File: config.mk
export PLATFORM = sky130hd
export DESIGN_NAME = lspb_xform
export DESIGN_NICKNAME = d
export VERILOG_FILES = /design/src/rtl/core/lspb_pkg.sv /design/src/rtl/core/lspb_xform.sv
export SDC_FILE = /design/constraint.sdc
export NUM_CORES = 1
export LEC_CHECK = 0
export ABC_AREA = 1
export BUFFER_PORTS_ARGS = -buffer_cell sky130_fd_sc_hd__clkbuf_2
export CAP_MARGIN = 0
export CORE_AREA = 2 2 244 246
export CTS_CLUSTER_DIAMETER = 80
export DETAILED_ROUTE_END_ITERATION = 7
export DIE_AREA = 0 0 246 248
export PLACE_DENSITY = 0.86
export SYNTH_ARGS = -nofsm -noshare
export SYNTH_HDL_FRONTEND = slang
export SYNTH_SLANG_ARGS = --single-unit
File: constraint.sdc
create_clock -name clk -period 17.25 [get_ports clk]
set_input_delay 0.8625 -clock clk [delete_from_list [all_inputs] [get_ports clk]]
set_output_delay 0.8625 -clock clk [all_outputs]
set_load 0.005 [all_outputs]
File: src/rtl/core/lspb_pkg.sv
// types, constants and helpers shared by the point bounds pipeline
package lspb_pkg;

  localparam int COORD_W         = 32;
  localparam int COEFF_W         = 16;
  localparam int AXES            = 3;
  localparam int ROW_W           = AXES * COEFF_W;
  localparam int COEFF_FRAC_BITS = 14;
  localparam int PROD_W          = COEFF_W + COORD_W;
  localparam int SUM_W           = PROD_W + 2;
  localparam int SCL_W           = SUM_W - COEFF_FRAC_BITS;
  localparam int T_W             = SCL_W + 2;
  localparam int CFG_W           = ROW_W;
  localparam int CFG_IDX_W       = 3;

  typedef logic signed [COORD_W-1:0] coord_t;
  typedef logic [ROW_W-1:0]          row_t;
  typedef logic signed [PROD_W-1:0]  prod_t;
  typedef prod_t [AXES-1:0]          prod_row_t;
  typedef prod_row_t [AXES-1:0]      prod_mat_t;

  localparam logic [COEFF_W-1:0] COEFF_ONE = COEFF_W'(1) << COEFF_FRAC_BITS;
  localparam row_t ROW_X_RST = {{(2*COEFF_W){1'b0}}, COEFF_ONE};
  localparam row_t ROW_Y_RST = {{COEFF_W{1'b0}}, COEFF_ONE, {COEFF_W{1'b0}}};
  localparam row_t ROW_Z_RST = {COEFF_ONE, {(2*COEFF_W){1'b0}}};

  localparam logic signed [SUM_W-1:0] ROUND_BIAS =
    {{(SUM_W-1){1'b0}}, 1'b1} << (COEFF_FRAC_BITS - 1);

  localparam coord_t COORD_MAX = {1'b0, {(COORD_W-1){1'b1}}};
  localparam coord_t COORD_MIN = {1'b1, {(COORD_W-1){1'b0}}};

  typedef enum logic [CFG_IDX_W-1:0] {
    CFG_ROW_X   = 3'd0,
    CFG_ROW_Y   = 3'd1,
    CFG_ROW_Z   = 3'd2,
    CFG_SHIFT_X = 3'd3,
    CFG_SHIFT_Y = 3'd4,
    CFG_SHIFT_Z = 3'd5,
    CFG_NEAR    = 3'd6,
    CFG_NEGATE  = 3'd7
  } cfg_reg_t;

  typedef struct packed {
    coord_t point_x;
    coord_t point_y;
    coord_t point_z;
    logic   last_point;
  } point_t;

  typedef struct packed {
    coord_t min_x;
    coord_t max_x;
    coord_t min_y;
    coord_t max_y;
    coord_t near_bound;
    coord_t far_bound;
  } result_t;

  typedef struct packed {
    coord_t min_x;
    coord_t max_x;
    coord_t min_y;
    coord_t max_y;
    coord_t min_z;
    coord_t max_z;
  } box_t;

  typedef struct packed {
    logic valid;
    logic last;
  } stage_tag_t;

  function automatic coord_t sat_coord(input logic signed [T_W-1:0] v);
    coord_t r;
    if ((v[T_W-1:COORD_W-1] == '0) || (v[T_W-1:COORD_W-1] == '1)) begin
      r = v[COORD_W-1:0];
    end else if (v[T_W-1]) begin
      r = COORD_MIN;
    end else begin
      r = COORD_MAX;
    end
    return r;
  endfunction

endpackage

File: src/rtl/core/lspb_xform.sv
// transform stage: sum, round, translate, optionally negate and saturate per axis
module lspb_xform (
  input  logic                                  clk,
  input  logic                                  rst_n,
  input  logic                                  load,
  input  lspb_pkg::stage_tag_t                  up_tag,
  input  lspb_pkg::prod_mat_t                   prod,
  input  lspb_pkg::coord_t [lspb_pkg::AXES-1:0] shift,
  input  logic                                  negate,
  output lspb_pkg::stage_tag_t                  tag,
  output lspb_pkg::coord_t [lspb_pkg::AXES-1:0] vals
);
  import lspb_pkg::*;

  stage_tag_t              tag_r;
  coord_t [AXES-1:0]       vals_r;
  coord_t [AXES-1:0]       vals_nxt;
  logic signed [SUM_W-1:0] acc     [AXES];
  logic signed [SUM_W-1:0] rounded [AXES];
  logic signed [SCL_W-1:0] scaled  [AXES];
  logic signed [T_W-1:0]   t_sum   [AXES];
  logic signed [T_W-1:0]   t_sel   [AXES];

  always_comb begin
    for (int a = 0; a < AXES; a++) begin
      acc[a] = '0;
      for (int k = 0; k < AXES; k++) begin
        acc[a] = acc[a] + SUM_W'($signed(prod[a][k]));
      end
      rounded[a]  = acc[a] + ROUND_BIAS;
      scaled[a]   = $signed(rounded[a][SUM_W-1:COEFF_FRAC_BITS]);
      t_sum[a]    = T_W'(scaled[a]) + T_W'($signed(shift[a]));
      t_sel[a]    = negate ? -t_sum[a] : t_sum[a];
      vals_nxt[a] = sat_coord(t_sel[a]);
    end
  end

  always_ff @(posedge clk) begin
    if (!rst_n) begin
      tag_r <= '0;
    end else if (load) begin
      tag_r <= up_tag;
    end
  end

  always_ff @(posedge clk) begin
    if (load) begin
      vals_r <= vals_nxt;
    end
  end

  assign tag  = tag_r;
  assign vals = vals_r;

endmodule

---- Word-level counts from Yosys, hierarchy flattened ----
Index checks and enable logic that the tools add are counted.
cells by class
  mux-type cells .......................... 9
  equality and inequality tests ........... 3
  add/subtract/negate cells ............... 15
  reduce and logical (&&, ||, !) cells .... 6
operators by type and width
  cell                                                              number
  32-bit 2-to-1 mux                                                 6
  49-bit by 48-bit adder with 50-bit output                         3
  50-bit by 15-bit adder with 50-bit output, second input constant  3
  48-bit by 48-bit adder with 49-bit output                         3
  38-bit 2-to-1 mux                                                 3
  37-bit negation with 38-bit output                                3
  36-bit by 32-bit adder with 37-bit output                         3
  7-bit equality test, second input constant                        3
  7-bit zero test                                                   3
  1-bit logical OR                                                  3
word-level totals
  output and inout bits ................... 98
  bits in registers ....................... 98

---- Logic depth before layout (Yosys ltp) ----
  depth after elaboration ................. 9
  mapped depth ............................ 46

---- Worst setup path after synthesis ----
OpenSTA, ideal clock, no wires.
  kind .................................... input-to-reg
  start ................................... input port prod[167] (netlist bit)
  end ..................................... register vals_r (netlist bit vals[33]) (data pin)
  setup time .............................. 253 ps
  data arrival time ....................... 5,736 ps
  setup slack ............................. 11,261 ps
  required time ........................... 16,997 ps
  cell stages on the path ................. 35
  path buffers ............................ 2
  path through ............................ inv_1 -> fa_1 -> inv_1 -> ha_1 -> ha_1 -> clkbuf_1 -> nand2_1 -> nor2_1 -> inv_1 -> nor3_1 -> a21oi_1 -> o21ai_0 -> a21boi_0 -> o21ai_0 -> xor2_1 -> ha_1 -> nand2_1 -> inv_1 -> a21oi_1 -> nand2_1 -> a21oi_1 -> nand3_1 -> nand2_1 -> nand2_1 -> o21ai_0 -> inv_1 -> nor2_2 -> nand3_1 -> nand2_1 -> nand2_1 -> nor2_1 -> nand2_1 -> nand3_2 -> buf_4 -> nand2_1
RTL lines
  element                 line              text
  start: declaration      lspb_xform.sv:7   input lspb_pkg::prod_mat_t prod,
  end signal: assignment  lspb_xform.sv:48  vals_r <= vals_nxt;
  end: declaration        lspb_xform.sv:16  coord_t [AXES-1:0] vals_r;

==> impl_results.md <==
- Routability cong.: slightly below 1
- DIE WIDTH: 246 microns
- Startpoint types: primary input
- CP dominant cell by count: nand2_1
- Final min period: 7.44 ns
- Cell area after synthesis: 0.0306 sq mm
- Vias: between 30k and 40k
- Hold Crit Class: reg2reg
- CTS buffer count: 9
- Worst Hold Launch: tag[0]
- Final setup TNS: 0 ns
- Largest fanout on the critical path: 31
- Synth top area share: 0.196
- Fin. max-slew vios: 0
- Unrepaired setup endpoints after global routing: false
- Hold path cells: 2
- DRC: 6
- Num ports: 632
- Distinct cell type count after synthesis: 56
- Routed WL per cell: 14.4 microns
- Initial antenna violation count: 3
- Sequential area share after synthesis: 0.0956
- Dpl hpwl: between 80 and 90 mm
- CP Data Required Time: 17.46 ns
- Slew headroom: 0.320
- Power Dens Cells: 161 mW/mm^2
- Root Driver: clkbuf_16
- Gate count after technology mapping: 5103
- Clk buf depth: 2
- Top_reg_cell synth: edfxtp_1
- Full die area: 0.0610 sq mm
- CP Capture Type: register
- CP arrival: 7.64 ns
- Period utilization: 0.431
- Area leader, netlist: nand2_1
- Post_cts resized: 0
- Via density: 5.11
- Clk slew on worst S/H paths: around 0.080 ns
- Share of layout cells above drive strength 1: 0.128
- Gr usage total: 0.301
- Initial DRT Pass Iterations: 8
- Worst R2R End: tag[1]
- Failing checks: design-rule violations
- Hold path endpoint: tag[0]
- Core ar.: 0.0585 sq mm
- Avg Cell Area, Syn: 5.99 sq um
- Leak: 0.0212 uW
- ANT nets after route: 0
- Critical path's top delay family: simple AND/OR/NAND/NOR gates
- # Post-CTS Setup Buffers: 0
- GRT overflow: 0
- Skew final: 0 ns
- Post-Place Cell Area: 0.0345 sq mm
- Htree depth: 3
- First-pass GRT wire length: 149 mm
- Largest net degree at the start of global routing: 81
- Final setup violating endpoints: 0
- Vias in the first global route: between 30k and 40k
- Crit path max-delay cell type: fa_1
- EDFF count, synth: between 90 and 100
- Area contributors post-synth: nand2_1 20%, ha_1 17%, inv_1 15%
- Iter 0 DRT Violations: 2218
- Worst slew pin tran: between 1 and 1.5 ns
- Die H: 248 microns
- Maximum clock frequency: around 130 MHz
- Peak per-stage delay on the critical path: 0.52 ns
- Worst VDD drop: 0.0931 mV
- Row cnt: 89
- Post-detailed-routing wire length: 93.9 mm
- Fin util: 0.595
- Length in cells of the worst reg-to-reg path: 2
- Most common cell in the synthesized netlist: nand2_1
- Status: complete, but fails checks
- Design area: around 0.035 sq mm
- Number of buffers and inverters on the critical path: 5
- Synthesis Warnings: 0
- Hold_buf cts: 0
- Final Net Count: 6801
- Max Cap Violations: 0
- Post-Syn Nets: 6189
- R2R setup slack: around 17 ns
- Pwr Total: ~5600 uW
- RR Startpoint: tag[1]
- Area Growth Syn to Fin: 13.9%
- Async set or reset register ratio after synthesis: 0
- Top cells by count, synth: 1598 x nand2_1, 1182 x inv_1, 453 x nor2_1
- Fin. Hold Viols: 0
- I/O Buffers: 631
- CTS tree: built
- Clk sinks: slightly below 100
- Flops & latches, synth: 98
- Initial Util: 0.523
- Crit path kind: in2reg
- Worst skew pair latency: 0.37 ns
-- where the power goes --
group	total, uW	switching, uW	leakage, uW	internal, uW
logic	4920	3300	0.0201	1620
registers	493	45.4	0.000959	447
clock network	209	106	0.000148	103
total	5620	3450	0.0212	2170
-- worst register-to-register path, delay by kind of cell (launching register included) --
family          cells  cell delay (ns)
flops               1             0.32
compound gates      1             0.16
simple gates        1             0.07
-- through the flow --
stage / std cells / setup WS (ns) / hold WS [ns]
finish: 6495 / 9.81 / 0.550
global route: 6495 / 9.31 / 0.598
CTS: 6493 / 10.01 / 0.555
detailed placement: 6477 / 9.68 / 0.532
global placement: 6477 / 9.75 / 0.490
floorplan: 5103 / 11.26 / 0.487
-- metal layers --
metal  vias up  track usage  wire length [microns]
met2      1114        0.517                  43900
met1     14900        0.390                  40100
li1      17000            -                      -
met4         2       0.0906                   2860
met3       156       0.0423                   6890
met5         -            0                     14
-- worst max path at each step --
stage                   start  endpoint  slack [ns]  cells after the start
floorplan           prod[167]  vals[33]       11.26                     35
global placement     prod[15]  vals[24]        9.75                     35
detailed placement  prod[305]  vals[77]        9.68                     36
CTS                 prod[299]  vals[77]       10.01                     36
global route        prod[293]  vals[91]        9.31                     37
finish              prod[299]  vals[77]        9.81                     36
-- area by class of cell --
class | instances | area (sq um)
diodes | 2 | 5.00
clock buffers | 9 | 225
clock inverters | 7 | 78.8
fillers | 5880 | 23700
inverters | 1191 | 4470
multi-input cells | 3781 | 22900
flip-flops and latches | 98 | 2920
well taps | 773 | 967
repair buffers | 634 | 3180
-- cells by family after synthesis --
family / after synthesis / synth area share
AOI/OAI and AO/OA: 547 / 0.0999
buffers and inverters: 1224 / 0.153
DFF: 98 / 0.0956
and+or+nand+nor: 2486 / 0.333
adders and majority gates: 552 / 0.261
xor gates and xnor gates: 196 / 0.0564
-- state kept, by name (all words and copies together) (netlist names) --
signal	count
tag	2
vals	96
-- cells in the final DEF, fill, tap and decap left out, types with 42 or more instances in the layout --
cell type	n
a31oi_1	42
edfxtp_1	96
fa_1	144
o21ai_0	136
xor2_1	122
nand2_1	1598
nor2_1	453
a21oi_1	268
inv_1	1182
xnor2_1	73
clkbuf_2	629
ha_1	408
nand4_1	51
nand3_1	248
(Power assumes the default switching activity.)
