**src/rtl/core/lspb_pkg.sv**
```systemverilog
// types, constants and helpers shared by the point bounds pipeline
package lspb_pkg;

  localparam int COORD_W         = 32;
  localparam int COEFF_W         = 16;
  localparam int AXES            = 3;
  localparam int ROW_W           = AXES * COEFF_W;
  localparam int COEFF_FRAC_BITS = 14;
  localparam int PROD_W          = COEFF_W + COORD_W;
  localparam int SUM_W           = PROD_W + 2;
  localparam int SCL_W           = SUM_W - COEFF_FRAC_BITS;
  localparam int T_W             = SCL_W + 2;
  localparam int CFG_W           = ROW_W;
  localparam int CFG_IDX_W       = 3;

  typedef logic signed [COORD_W-1:0] coord_t;
  typedef logic [ROW_W-1:0]          row_t;
  typedef logic signed [PROD_W-1:0]  prod_t;
  typedef prod_t [AXES-1:0]          prod_row_t;
  typedef prod_row_t [AXES-1:0]      prod_mat_t;

  localparam logic [COEFF_W-1:0] COEFF_ONE = COEFF_W'(1) << COEFF_FRAC_BITS;
  localparam row_t ROW_X_RST = {{(2*COEFF_W){1'b0}}, COEFF_ONE};
  localparam row_t ROW_Y_RST = {{COEFF_W{1'b0}}, COEFF_ONE, {COEFF_W{1'b0}}};
  localparam row_t ROW_Z_RST = {COEFF_ONE, {(2*COEFF_W){1'b0}}};

  localparam logic signed [SUM_W-1:0] ROUND_BIAS =
    {{(SUM_W-1){1'b0}}, 1'b1} << (COEFF_FRAC_BITS - 1);

  localparam coord_t COORD_MAX = {1'b0, {(COORD_W-1){1'b1}}};
  localparam coord_t COORD_MIN = {1'b1, {(COORD_W-1){1'b0}}};

  typedef enum logic [CFG_IDX_W-1:0] {
    CFG_ROW_X   = 3'd0,
    CFG_ROW_Y   = 3'd1,
    CFG_ROW_Z   = 3'd2,
    CFG_SHIFT_X = 3'd3,
    CFG_SHIFT_Y = 3'd4,
    CFG_SHIFT_Z = 3'd5,
    CFG_NEAR    = 3'd6,
    CFG_NEGATE  = 3'd7
  } cfg_reg_t;

  typedef struct packed {
    coord_t point_x;
    coord_t point_y;
    coord_t point_z;
    logic   last_point;
  } point_t;

  typedef struct packed {
    coord_t min_x;
    coord_t max_x;
    coord_t min_y;
    coord_t max_y;
    coord_t near_bound;
    coord_t far_bound;
  } result_t;

  typedef struct packed {
    coord_t min_x;
    coord_t max_x;
    coord_t min_y;
    coord_t max_y;
    coord_t min_z;
    coord_t max_z;
  } box_t;

  typedef struct packed {
    logic valid;
    logic last;
  } stage_tag_t;

  function automatic coord_t sat_coord(input logic signed [T_W-1:0] v);
    coord_t r;
    if ((v[T_W-1:COORD_W-1] == '0) || (v[T_W-1:COORD_W-1] == '1)) begin
      r = v[COORD_W-1:0];
    end else if (v[T_W-1]) begin
      r = COORD_MIN;
    end else begin
      r = COORD_MAX;
    end
    return r;
  endfunction

endpackage

```
**src/rtl/core/lspb_bounds.sv**
```systemverilog
// running per-axis bounds and capture of the finished box on the last point
module lspb_bounds (
  input  logic                                  clk,
  input  logic                                  rst_n,
  input  logic                                  step,
  input  logic                                  up_last,
  input  lspb_pkg::coord_t [lspb_pkg::AXES-1:0] vals,
  input  logic                                  cap_load,
  output logic                                  cap_valid,
  output lspb_pkg::box_t                        cap
);
  import lspb_pkg::*;

  coord_t [AXES-1:0] low_r;
  coord_t [AXES-1:0] high_r;
  coord_t [AXES-1:0] low_nxt;
  coord_t [AXES-1:0] high_nxt;
  logic              run_r;
  logic              cap_valid_r;
  box_t              cap_r;

  always_comb begin
    for (int a = 0; a < AXES; a++) begin
      low_nxt[a]  = (!run_r || ($signed(vals[a]) < $signed(low_r[a]))) ? vals[a] : low_r[a];
      high_nxt[a] = (!run_r || ($signed(vals[a]) > $signed(high_r[a]))) ? vals[a] : high_r[a];
    end
  end

  always_ff @(posedge clk) begin
    if (!rst_n) begin
      low_r       <= '0;
      high_r      <= '0;
      run_r       <= 1'b0;
      cap_valid_r <= 1'b0;
    end else begin
      if (step) begin
        low_r  <= low_nxt;
        high_r <= high_nxt;
        run_r  <= !up_last;
      end
      if (cap_load) begin
        cap_valid_r <= step && up_last;
      end
    end
  end

  always_ff @(posedge clk) begin
    if (cap_load) begin
      cap_r <= '{min_x: low_nxt[0], max_x: high_nxt[0],
                 min_y: low_nxt[1], max_y: high_nxt[1],
                 min_z: low_nxt[2], max_z: high_nxt[2]};
    end
  end

  assign cap_valid = cap_valid_r;
  assign cap       = cap_r;

endmodule

```
**config.mk**
```make
export PLATFORM = sky130hd
export DESIGN_NAME = lspb_bounds
export DESIGN_NICKNAME = d
export VERILOG_FILES = /design/src/rtl/core/lspb_pkg.sv /design/src/rtl/core/lspb_bounds.sv
export SDC_FILE = /design/constraint.sdc
export NUM_CORES = 1
export LEC_CHECK = 0
export BUFFER_PORTS_ARGS = -buffer_cell sky130_fd_sc_hd__buf_2
export CAP_MARGIN = 20
export CORE_MARGIN = 5
export CORE_UTILIZATION = 54
export DETAILED_ROUTE_END_ITERATION = 8
export PLACE_DENSITY = 0.73
export SYNTH_ARGS = -nofsm -noshare
export SYNTH_HDL_FRONTEND = slang
export SYNTH_SLANG_ARGS = --single-unit
```
**constraint.sdc**
```tcl
create_clock -name clk -period 6.9 [get_ports clk]
set_input_delay 0.69 -clock clk [delete_from_list [all_inputs] [get_ports clk]]
set_output_delay 0.69 -clock clk [all_outputs]
set_load 0.01 [all_outputs]
```
# --- Word level (Yosys, flattened, before mapping) ---
# Cells that the tools add are included.
totals:
  wordCells: 35
  regBits: 386
  output_inout_bits: 193
op_classes:
  order_cmp: 6
  n_mux: 6
  n_reduce_logical: 9
ops:
  columns: ["cell", "count"]
  rows:
  - ["$mux W32", 6]
  - ["$gt A32 B32 Y1", 3]
  - ["$lt A32 B32 Y1", 3]
  - ["$logic_or A1 B1 Y1", 6]
  - ["$logic_not A1 Y1", 2]
  - ["$logic_and A1 B1 Y1", 1]

# --- Longest topological paths before layout ---
# Gate-level depths: netlist of run 1.
logic_depth:
  depth_word: 3
  mapped_depth: 13
  depth_no_buf: 10

# --- Least setup slack after synthesis of run 1 ---
# OpenSTA, ideal clock, no wires.
synth_path:
  path_kind: "input-to-reg"
  from: "input port vals[95] in the netlist's numbering"
  to: "register cap_r, in the netlist cap[10], data pin"
  t_required_ns: 6.640
  arrival_time_ns: 2.977
  n_path_buf: 1
  setup_slack_ns: 3.663
  path_stages: 9
  path_cell_list: "ha_1 -> nand4_1 -> nor4_1 -> nor3b_1 -> a211oi_1 -> xnor2_1 -> o21ai_1 -> buf_2 -> mux2_2"
synth_lines:
  columns: ["item", "line_no", "source"]
  rows:
  - ["start, declared", "lspb_bounds.sv:7", "input lspb_pkg::coord_t [lspb_pkg::AXES-1:0] vals,"]
  - ["end signal, assigned", "lspb_bounds.sv:49", "cap_r <= '{min_x: low_nxt[0], max_x: high_nxt[0],"]
  - ["end, declared", "lspb_bounds.sv:20", "box_t cap_r;"]

==> results.ini, run 1 <==
[worst_hold_path]
hold_end=high_r[32]
worstHoldPathType=in2reg
min_from=vals[32]
whs_path_depth=3

[die]
coreArea_um2=36800
fp.dieH_um=203
rows=70
die_x_um=203
ioPinCount=294
initial_core_util_pct=54.9
die_area_um2=41400

[sta]
layout_min_cycle_time_ps=4030
grt_setup_unrepaired=no
maxSlewViolCount=0
fin_skew_ps=13.2
clock.fmax_mhz=248
setup_viol=0
fin_ws_ps=2870
hold_viol=0
finalCritPeriodShare_pct=58.3
finalSetupTns_ps=0
worst_pin_slew_ps=1120
slew-limit-headroom_pct=25.6

[worst_setup_path]
crit_chain=inv_1 > ha_1 > a21o_1 > a21o_1 > a221oi_1 > nor3b_1 > a211oi_1 > xnor2_1 > o21ai_2 > buf_4 > mux2_2
r2r-start=high_r[9]
cp_data_required_time_ps=7200
cpMaxStageDelayCell=o21ai_2
crit_path_end_kind=flip-flop
cpLargestDelayFamily=compound AO/OA/AOI/OAI gates
worst-path-buf-inv=2
r2r_slack_ps=2870
cpPeakStageDelay_ps=650
crit_fanout=20
reg2regPathDepth=11
worstPathArrival_ps=4320
rr_endpoint=cap[134]
path_common_cell=a21o_1
crit_type=reg2reg
start_kind=flip-flop

[synth]
syn_nets=2137
ys_ff_latch=386
ys_warn_count=0
synth_edf_count=192
synth_cell_types=50
synth_area_um2=20200
yosysTopAreaCellShare_pct=28.5
avgSynthCellArea_um2=10.9
yosys-top-cells-count=nand2_1 (333), inv_1 (202), dfxtp_1 (194), edfxtp_1 (192), mux2i_1 (192)
postSynth.asyncResetShare_pct=0
synth-main-ff-cell=dfxtp_1
seq_area_frac_synth_pct=47.7
synth.most_common_cell=nand2_1
yosys.area.top_type=edfxtp_1
yosys-top-cells-area=edfxtp_1 (29%), dfxtp_1 (19%), ha_1 (12%)
syn_inst=1847

[global_routing]
first_global_vias=14800
antenna_found_initial=8
grt_max_degree=106
grtUsageTotal_pct=23.1
grt_first_pass_wirelength_um=77600
grt_overflow=0

[power]
peakVddDrop_mv=0.229
p_leak_nw=10.2
intPower_mw=4.47
swShare_pct=26.2
pwr-share-seq_pct=45.1
p_clk_share_pct=37.6
combPwrFrac_pct=17.3
pwr_density_cell_nw_per_um2=259
p_sw_mw=1.59

[placement]
place_hpwl_um=34200
dp_worst_setup_slack_ps=2520
port_buffers=293
place_congestion=0.875

[routing]
vias=14500
routedWlPerCell_um=18.5
drtIter0Drc=883
remaining_drc_errors=0
vias_per_cell=5.53
ant_nets=0
dr.pass1.iters=6
drt_wl_total_um=48600

[run]
drv_cap=0

[clock_network]
root_buffer=clkbuf_16
cts_resized=0
cts.clk_slew.worst_paths_ps=60
cts.sinks=386
cts_tree=done
ctsHoldBuffers=0
post_cts_buffers=0
clk_path_buf_depth=3
htreeDepth=2
numCtsBuffers=41
clock_latency_ps=550

[finish]
area_growth_pct=15.8
layout-drive-gt1-share_pct=26.1
seqCellArea_um2=9650
multi_input_area_um2=9430
fillers=2923
fin_nets=2409

[outcome]
status=finished clean

## per-stage QoR
step / hold slack, ps / cell area, um2 / util (%) / power (mW) / std cells
after CTS: 386 / 23400 / 63.6 / 6.12 / 2616
after global placement: 456 / 22000 / 59.8 / 3.79 / 2543
after detailed placement: 462 / 22000 / 59.9 / 3.83 / 2544
after floorplan: 444 / 20200 / - / 3.44 / 1847
after global routing: 415 / 23400 / 63.6 / 6.34 / 2618
final: 428 / 23400 / 63.6 / 6.06 / 2619
## power groups by stage
stage | logic, mW | registers [mW] | clock network, mW
after floorplan | 0.652 | 2.79 | 0
after global placement | 1.01 | 2.77 | 0
after detailed placement | 1.05 | 2.78 | 0
after CTS | 1.06 | 2.73 | 2.33
after global routing | 1.17 | 2.75 | 2.42
final | 1.05 | 2.73 | 2.28
## area by class of cell
cell class	count	area share, %
flip-flops and latches	386	41.2
multi-input cells	1182	40.3
repair buffers	306	6.84
clock buffers	56	4.92
inverters	202	3.24
well taps	468	2.50
clock inverters	16	0.973
diodes	3	0.0321
## routing by layer
layer | up-vias | global-route usage, % | share of wire, %
met4 | 10 | 7.54 | 2.4
li1 | 7039 | - | -
met3 | 83 | 4.33 | 6.2
met5 | - | 0 | 0.13
met1 | 6936 | 30.3 | 44
met2 | 416 | 38.7 | 48
## layout by cell type, fill, tap and decap left out, types with 3 or more instances in the layout
master	netlist	layout
bufinv_16	0	6
nor2_1	12	12
clkbuf_1	42	8
clkinv_2	0	5
and2_1	3	3
a41oi_1	5	5
edfxtp_1	192	192
clkbuf_16	0	41
nor2b_1	6	6
clkbuf_8	0	9
mux2_2	182	182
mux2i_1	192	192
nand2b_2	0	3
nand3_1	10	10
a221oi_1	5	5
a211oi_1	9	9
ha_1	189	189
a21oi_1	77	77
nor3_1	9	9
nand2b_1	7	4
nand4_1	33	33
o2bb2ai_1	3	3
o21ai_0	27	27
a21o_1	16	16
inv_1	202	202
o21a_1	5	5
dfxtp_1	194	194
buf_4	1	12
nand2_1	333	333
mux2_1	6	6
a31oi_1	4	4
a211o_1	5	5
diode_2	0	3
clkinv_1	0	4
buf_2	21	291
nor4_1	11	11
## logic make-up after synthesis
logic type      share of synthesized area [%]
xor+xnor                               0.0867
flops                                    47.7
fa+ha+maj                                11.7
compound gates                           5.55
mux                                      20.0
buf+inv                                  5.81
simple gates                             9.14
## worst max-delay path by stage
stage               startpoint          to  slack [ps]  depth (start not counted)
detailed placement    vals[63]  high_r[36]        2520                         10
finish               high_r[9]    cap[134]        2870                         11
global route        high_r[63]  high_r[37]        2660                         10
global placement      vals[63]  high_r[42]        2600                         10
floorplan             vals[95]     cap[10]        3660                          9
CTS                 high_r[63]  high_r[37]        2930                         10
## sequential cells by signal, indices dropped and copies added (netlist names)
name / flops
cap: 192
high_r: 96
low_r: 96
cap_valid: 1
run_r: 1
## worst register-to-register path: cells and delay by family, from the launching register on
family          cells  cell delay [ps]
mux                 1              390
flops               1              360
xor+xnor            1              120
fa+ha+maj           1              300
simple gates        1              150
compound gates      5             1960
buf+inv             2              510
Power figures use the tool's default switching activity.
==> run 2: changes to the inputs <==
Settings changed: CORE_UTILIZATION 54 to 52, PLACE_DENSITY 0.73 to 0.74.
Clock period 6.9 ns to 3.7 ns, I/O delays scaled along.
==> run 2 against run 1 <==
  * Routed wire length down 0.18%
  * Combinational power rose by 90%
  * Cell count is 2.7% higher
  * Sequential share of layout area is 0.31 points lower
  * Via count is 0.12% lower
  * First-iteration DRC count shrank 14%
  * Register-to-register slack lost 2500 ps
  * Critical path type unchanged
  * Utilization fell by 2.5 points
  * Worst setup slack lost 2500 ps
  * Count of clock-buffer cells in the layout increased by 6
  * Global-route usage down 1.3 points
==> results.ini, run 2 (same netlist as run 1, synthesis figures left out) <==
[routing]
remaining_drc_errors=0
dr.pass1.iters=5
drtIter0Drc=762
ant_nets=0
vias_per_cell=5.38
drt_wl_total_um=48500
vias=14500
routedWlPerCell_um=18.0

[worst_setup_path]
cpMaxStageDelayCell=o41a_2
start_kind=flip-flop
crit_chain=inv_1 > ha_1 > a21o_1 > a221oi_1 > o21ai_0 > a211oi_1 > a211oi_1 > o41a_2 > nand2b_2 > buf_4 > mux2i_1
crit_type=reg2reg
cpPeakStageDelay_ps=630
crit_fanout=22
cpLargestDelayFamily=compound AO/OA/AOI/OAI gates
path_common_cell=a211oi_1
crit_path_end_kind=flip-flop
cp_data_required_time_ps=4120
worstPathArrival_ps=3750
worst-path-buf-inv=2

[sta]
finalCritPeriodShare_pct=89.9
maxSlewViolCount=0
hold_viol=0
grt_setup_unrepaired=no
layout_min_cycle_time_ps=3330
fin_skew_ps=8.91
worst_pin_slew_ps=885
setup_viol=0
holdWs_ps=110
slew-limit-headroom_pct=41.0
finalSetupTns_ps=0
clock.fmax_mhz=300

[run]
drv_cap=0

[finish]
final_cell_mix=nand2_1 (333), buf_2 (291), inv_1 (202)
area_growth_pct=16.7
fin_nets=2423
layout-drive-gt1-share_pct=26.5
largest_reg_flops=192
layout_commonest_cell=nand2_1

[clock_network]
cts.sinks=386
ctsHoldBuffers=0
cts.clk_slew.worst_paths_ps=60
cts_resized=0
root_buffer=clkbuf_16
cts_tree=done
post_cts_buffers=0
htreeDepth=2
clk_path_buf_depth=3
numCtsBuffers=41
clock_latency_ps=560

[global_routing]
antenna_found_initial=10
grt_max_degree=106
grtUsageTotal_pct=21.8
grt_first_pass_wirelength_um=77500
grt_overflow=0
first_global_vias=14900

[power]
peakVddDrop_mv=0.355
pwr_density_cell_nw_per_um2=468
p_leak_nw=10.2

[die]
fp.dieH_um=207
ioPinCount=294
die_area_um2=42900
initial_core_util_pct=52.4
die_x_um=207
rows=72
coreArea_um2=38600

[outcome]
status=finished clean

[placement]
place_hpwl_um=34800
place_congestion=0.875
port_buffers=293

[worst_hold_path]
worstHoldPathType=in2reg

run 2: cell count changes in the layout (fill, tap and decap cells not counted), moves of 2 or more:
| cell | delta |
|---|---|
| buf_12 | +9 |
| buf_4 | +6 |
| bufinv_16 | -5 |
| clkbuf_1 | +8 |
| clkbuf_16 | +2 |
| clkbuf_8 | -4 |
| clkinv_1 | -3 |
| clkinv_2 | +3 |
| diode_2 | +5 |
run 2: final cells by class:
| type | count | area (um2) |
|---|---|---|
| inverters | 202 | 758 |
| repair buffers | 320 | 1800 |
| diodes | 8 | 20.0 |
| flip-flops and latches | 386 | 9650 |
| clock buffers | 62 | 1180 |
| clock inverters | 13 | 96.3 |
| fillers | 3135 | 15000 |
| well taps | 518 | 648 |
| multi-input cells | 1182 | 9440 |
run 2: worst reg2reg max path: cells and delay by family, from the launching register on:
| family | cells | cell delay, ps |
|---|---|---|
| AOI/OAI and AO/OA | 6 | 1770 |
| adders and majority gates | 1 | 280 |
| buffers and inverters | 2 | 340 |
| DFF | 1 | 370 |
| muxes | 1 | 180 |
| and+or+nand+nor | 1 | 260 |
run 2: per-layer routing:
layer	up-vias	part of all wire [%]	global-route usage (%)
li1	7103	-	-
met1	6901	43	28.3
met2	363	48	36.3
met3	96	5.8	4.66
met4	4	2.8	7.73
met5	-	0.033	0
run 2: final timing paths:
check / startpoint / endpoint / slack, ps / depth (start not counted)
max reg2reg: low_r[69] / low_r[64] / 370 / 11
max: low_r[69] / low_r[64] / 370 / 11
min: vals[32] / high_r[32] / 110 / 3
min reg2reg: high_r[87] / high_r[87] / 470 / 2
run 2: where the power goes:
group          internal, mW  switching [mW]
clock network          2.27            1.67
registers              4.89           0.196
logic                 0.886            1.11
total                  8.05            2.98
run 2: stage by stage:
step | std cells | utilization (%) | instance area [um2] | total power, mW | worst slack [ps]
final | 2691 | 61.2 | 23600 | 11.0 | 372
after floorplan | 1847 | - | 20200 | 6.42 | 783
after detailed placement | 2608 | 57.8 | 22300 | 7.17 | 264
after CTS | 2683 | 61.1 | 23600 | 11.1 | 349
after global routing | 2690 | 61.2 | 23600 | 11.5 | 142
after global placement | 2608 | 57.8 | 22300 | 7.10 | 278
==> run 3: changes to the inputs <==
Settings changed: CORE_UTILIZATION 52 to 54, GPL_TIMING_DRIVEN set to 0, PLACE_DENSITY 0.74 to 0.73, SLEW_MARGIN set to 15.
Clock period 3.7 ns to 3.4 ns, I/O delays scaled along.
==> run 3 against run 2 <==
  * Critical path type unchanged
  * Clock power rose by 19%
  * Routed wire length rose by 6.3%
  * Total power rose by 13%
  * Maximum frequency rose by 1.3%
  * Via count rose by 2.7%
  * Clock skew rose by 5.4 ps
  * Sequential share of layout area fell by 0.41 points
  * Sequential cell count did not move
  * Combinational power rose by 11%
  * Sequential power rose by 8.6%
==> results.ini, run 3 (same netlist as run 1, synthesis figures left out) <==
[finish]
layout_commonest_cell=nand2_1
area_growth_pct=17.9
layout-drive-gt1-share_pct=27.0
fillers=2885
final_cell_mix=nand2_1 (333), buf_2 (307), inv_1 (202)
largest_reg_flops=192
fin_nets=2474
final_area_um2=23800
final_cells=2692

[global_routing]
use_met1_pct=32.5
grt_first_pass_wirelength_um=81700
use_met3_pct=4.83
grtUsageMet2_pct=40.6
antenna_found_initial=10
grt-busiest-layer=met2
grtUsageTotal_pct=24.5
grt_overflow=0
first_global_vias=15300
grt_max_degree=101

[placement]
dp_worst_setup_slack_ps=-237
port_buffers=292
place_congestion=0.867
place_area_um2=22300
place_inst=2608
place_hpwl_um=37800

[routing]
vias=14900
vias_per_cell=5.52
drt_wl_total_um=51600
remaining_drc_errors=0
routedWlPerCell_um=19.2
dr.pass1.iters=8
ant_nets=0
drtIter0Drc=704

[die]
rows=70
initial_core_util_pct=54.9
coreArea_um2=36800
die_area_um2=41400
fp.dieH_um=203
ioPinCount=294
die_x_um=203

[worst_setup_path]
start_kind=flip-flop
crit_path_end_kind=flip-flop
r2r_slack_ps=120
rr_endpoint=cap[63]
crit_fanout=10
reg2regPathDepth=11
crit_type=reg2reg
worstPathArrival_ps=3580
r2r-start=low_r[69]
cp_data_required_time_ps=3700

[sta]
clock.fmax_mhz=304
maxSlewViolCount=0
slew-limit-headroom_pct=31.8
worst_pin_slew_ps=1020
hold_viol=0
fin_skew_ps=14.3
finalCritPeriodShare_pct=96.6
layout_min_cycle_time_ps=3280
fin_ws_ps=115
setup_viol=0

[worst_hold_path]
hold_end=low_r[0]
min_from=vals[0]
whs_path_depth=3
worstHoldPathType=in2reg

[clock_network]
numCtsBuffers=41
cts_tree=done
cts.sinks=386
root_buffer=clkbuf_16
ctsHoldBuffers=0
cts.clk_slew.worst_paths_ps=60
clk_path_buf_depth=3
clock_latency_ps=560
htreeDepth=2

[outcome]
status=finished clean

[power]
pwr_density_cell_nw_per_um2=522
peakVddDrop_mv=0.494
p_leak_nw=10.4

[run]
drv_cap=0

run 3: routing by layer:
| layer | vias up | part of all wire [%] |
|---|---|---|
| met5 | - | 0.12 |
| met4 | 8 | 2.6 |
| met3 | 94 | 5.7 |
| met2 | 377 | 48 |
| met1 | 7195 | 44 |
| li1 | 7182 | - |
run 3: worst max path at each step:
stage	start	cells after the start	end
global placement	cap_load	1	cap[152]
finish	low_r[69]	11	cap[63]
floorplan	high_r[95]	10	cap[10]
CTS	high_r[9]	11	cap[136]
detailed placement	vals[69]	11	cap[50]
global route	high_r[95]	10	cap[10]
run 3: where the power goes:
group	switching [mW]	internal (mW)
combinational	1.24	0.966
sequential	0.210	5.32
clock	1.88	2.81
total	3.34	9.10
run 3: repair_timing:
| action | 4_1_cts | 5_1_grt |
|---|---|---|
| setup buffers | 0 | 1 |
| gates resized for setup | 8 | 25 |
| pin swaps | 0 | 1 |
| setup endpoints to repair | 118 | 160 |
run 3: layout make-up:
| type | count | area (um2) | area share [%] |
|---|---|---|---|
| Antenna cell | 7 | 17.5 | 0.0735 |
| Buffer | 77 | 443 | 1.86 |
| Clock buffer | 59 | 1220 | 5.11 |
| Clock inverter | 17 | 204 | 0.856 |
| Inverter | 202 | 758 | 3.18 |
| Multi-Input combinational cell | 1182 | 9450 | 39.7 |
| Sequential cell | 386 | 9650 | 40.5 |
| Tap cell | 468 | 586 | 2.46 |
| Timing Repair Buffer | 294 | 1510 | 6.32 |
run 3: metrics by stage:
| step | power, mW | hold slack, ps | TNS (ps) | utilization, % |
|---|---|---|---|---|
| 4_1_cts | 12.5 | 53.8 | 0 | 64.6 |
| 3_3_place_gp | 7.74 | 455 | -120520 | 60.5 |
| 5_1_grt | 13.0 | 74.9 | -20.7 | 64.8 |
| 2_1_floorplan | 6.99 | 444 | 0 | - |
| 6_report | 12.4 | 88.4 | 0 | 64.8 |
| 3_5_place_dp | 7.80 | 464 | -18620 | 60.6 |
run 3: worst max-delay path, stage by stage, from the launching register on:
cell      delay [ps]
dfxtp_1          350
inv_1             50
ha_1             280
a21o_1           190
a221oi_1         260
o21ai_0          220
a211oi_2         380
a211oi_1         120
o41a_1           390
buf_2            200
clkbuf_2         240
mux2_2           350
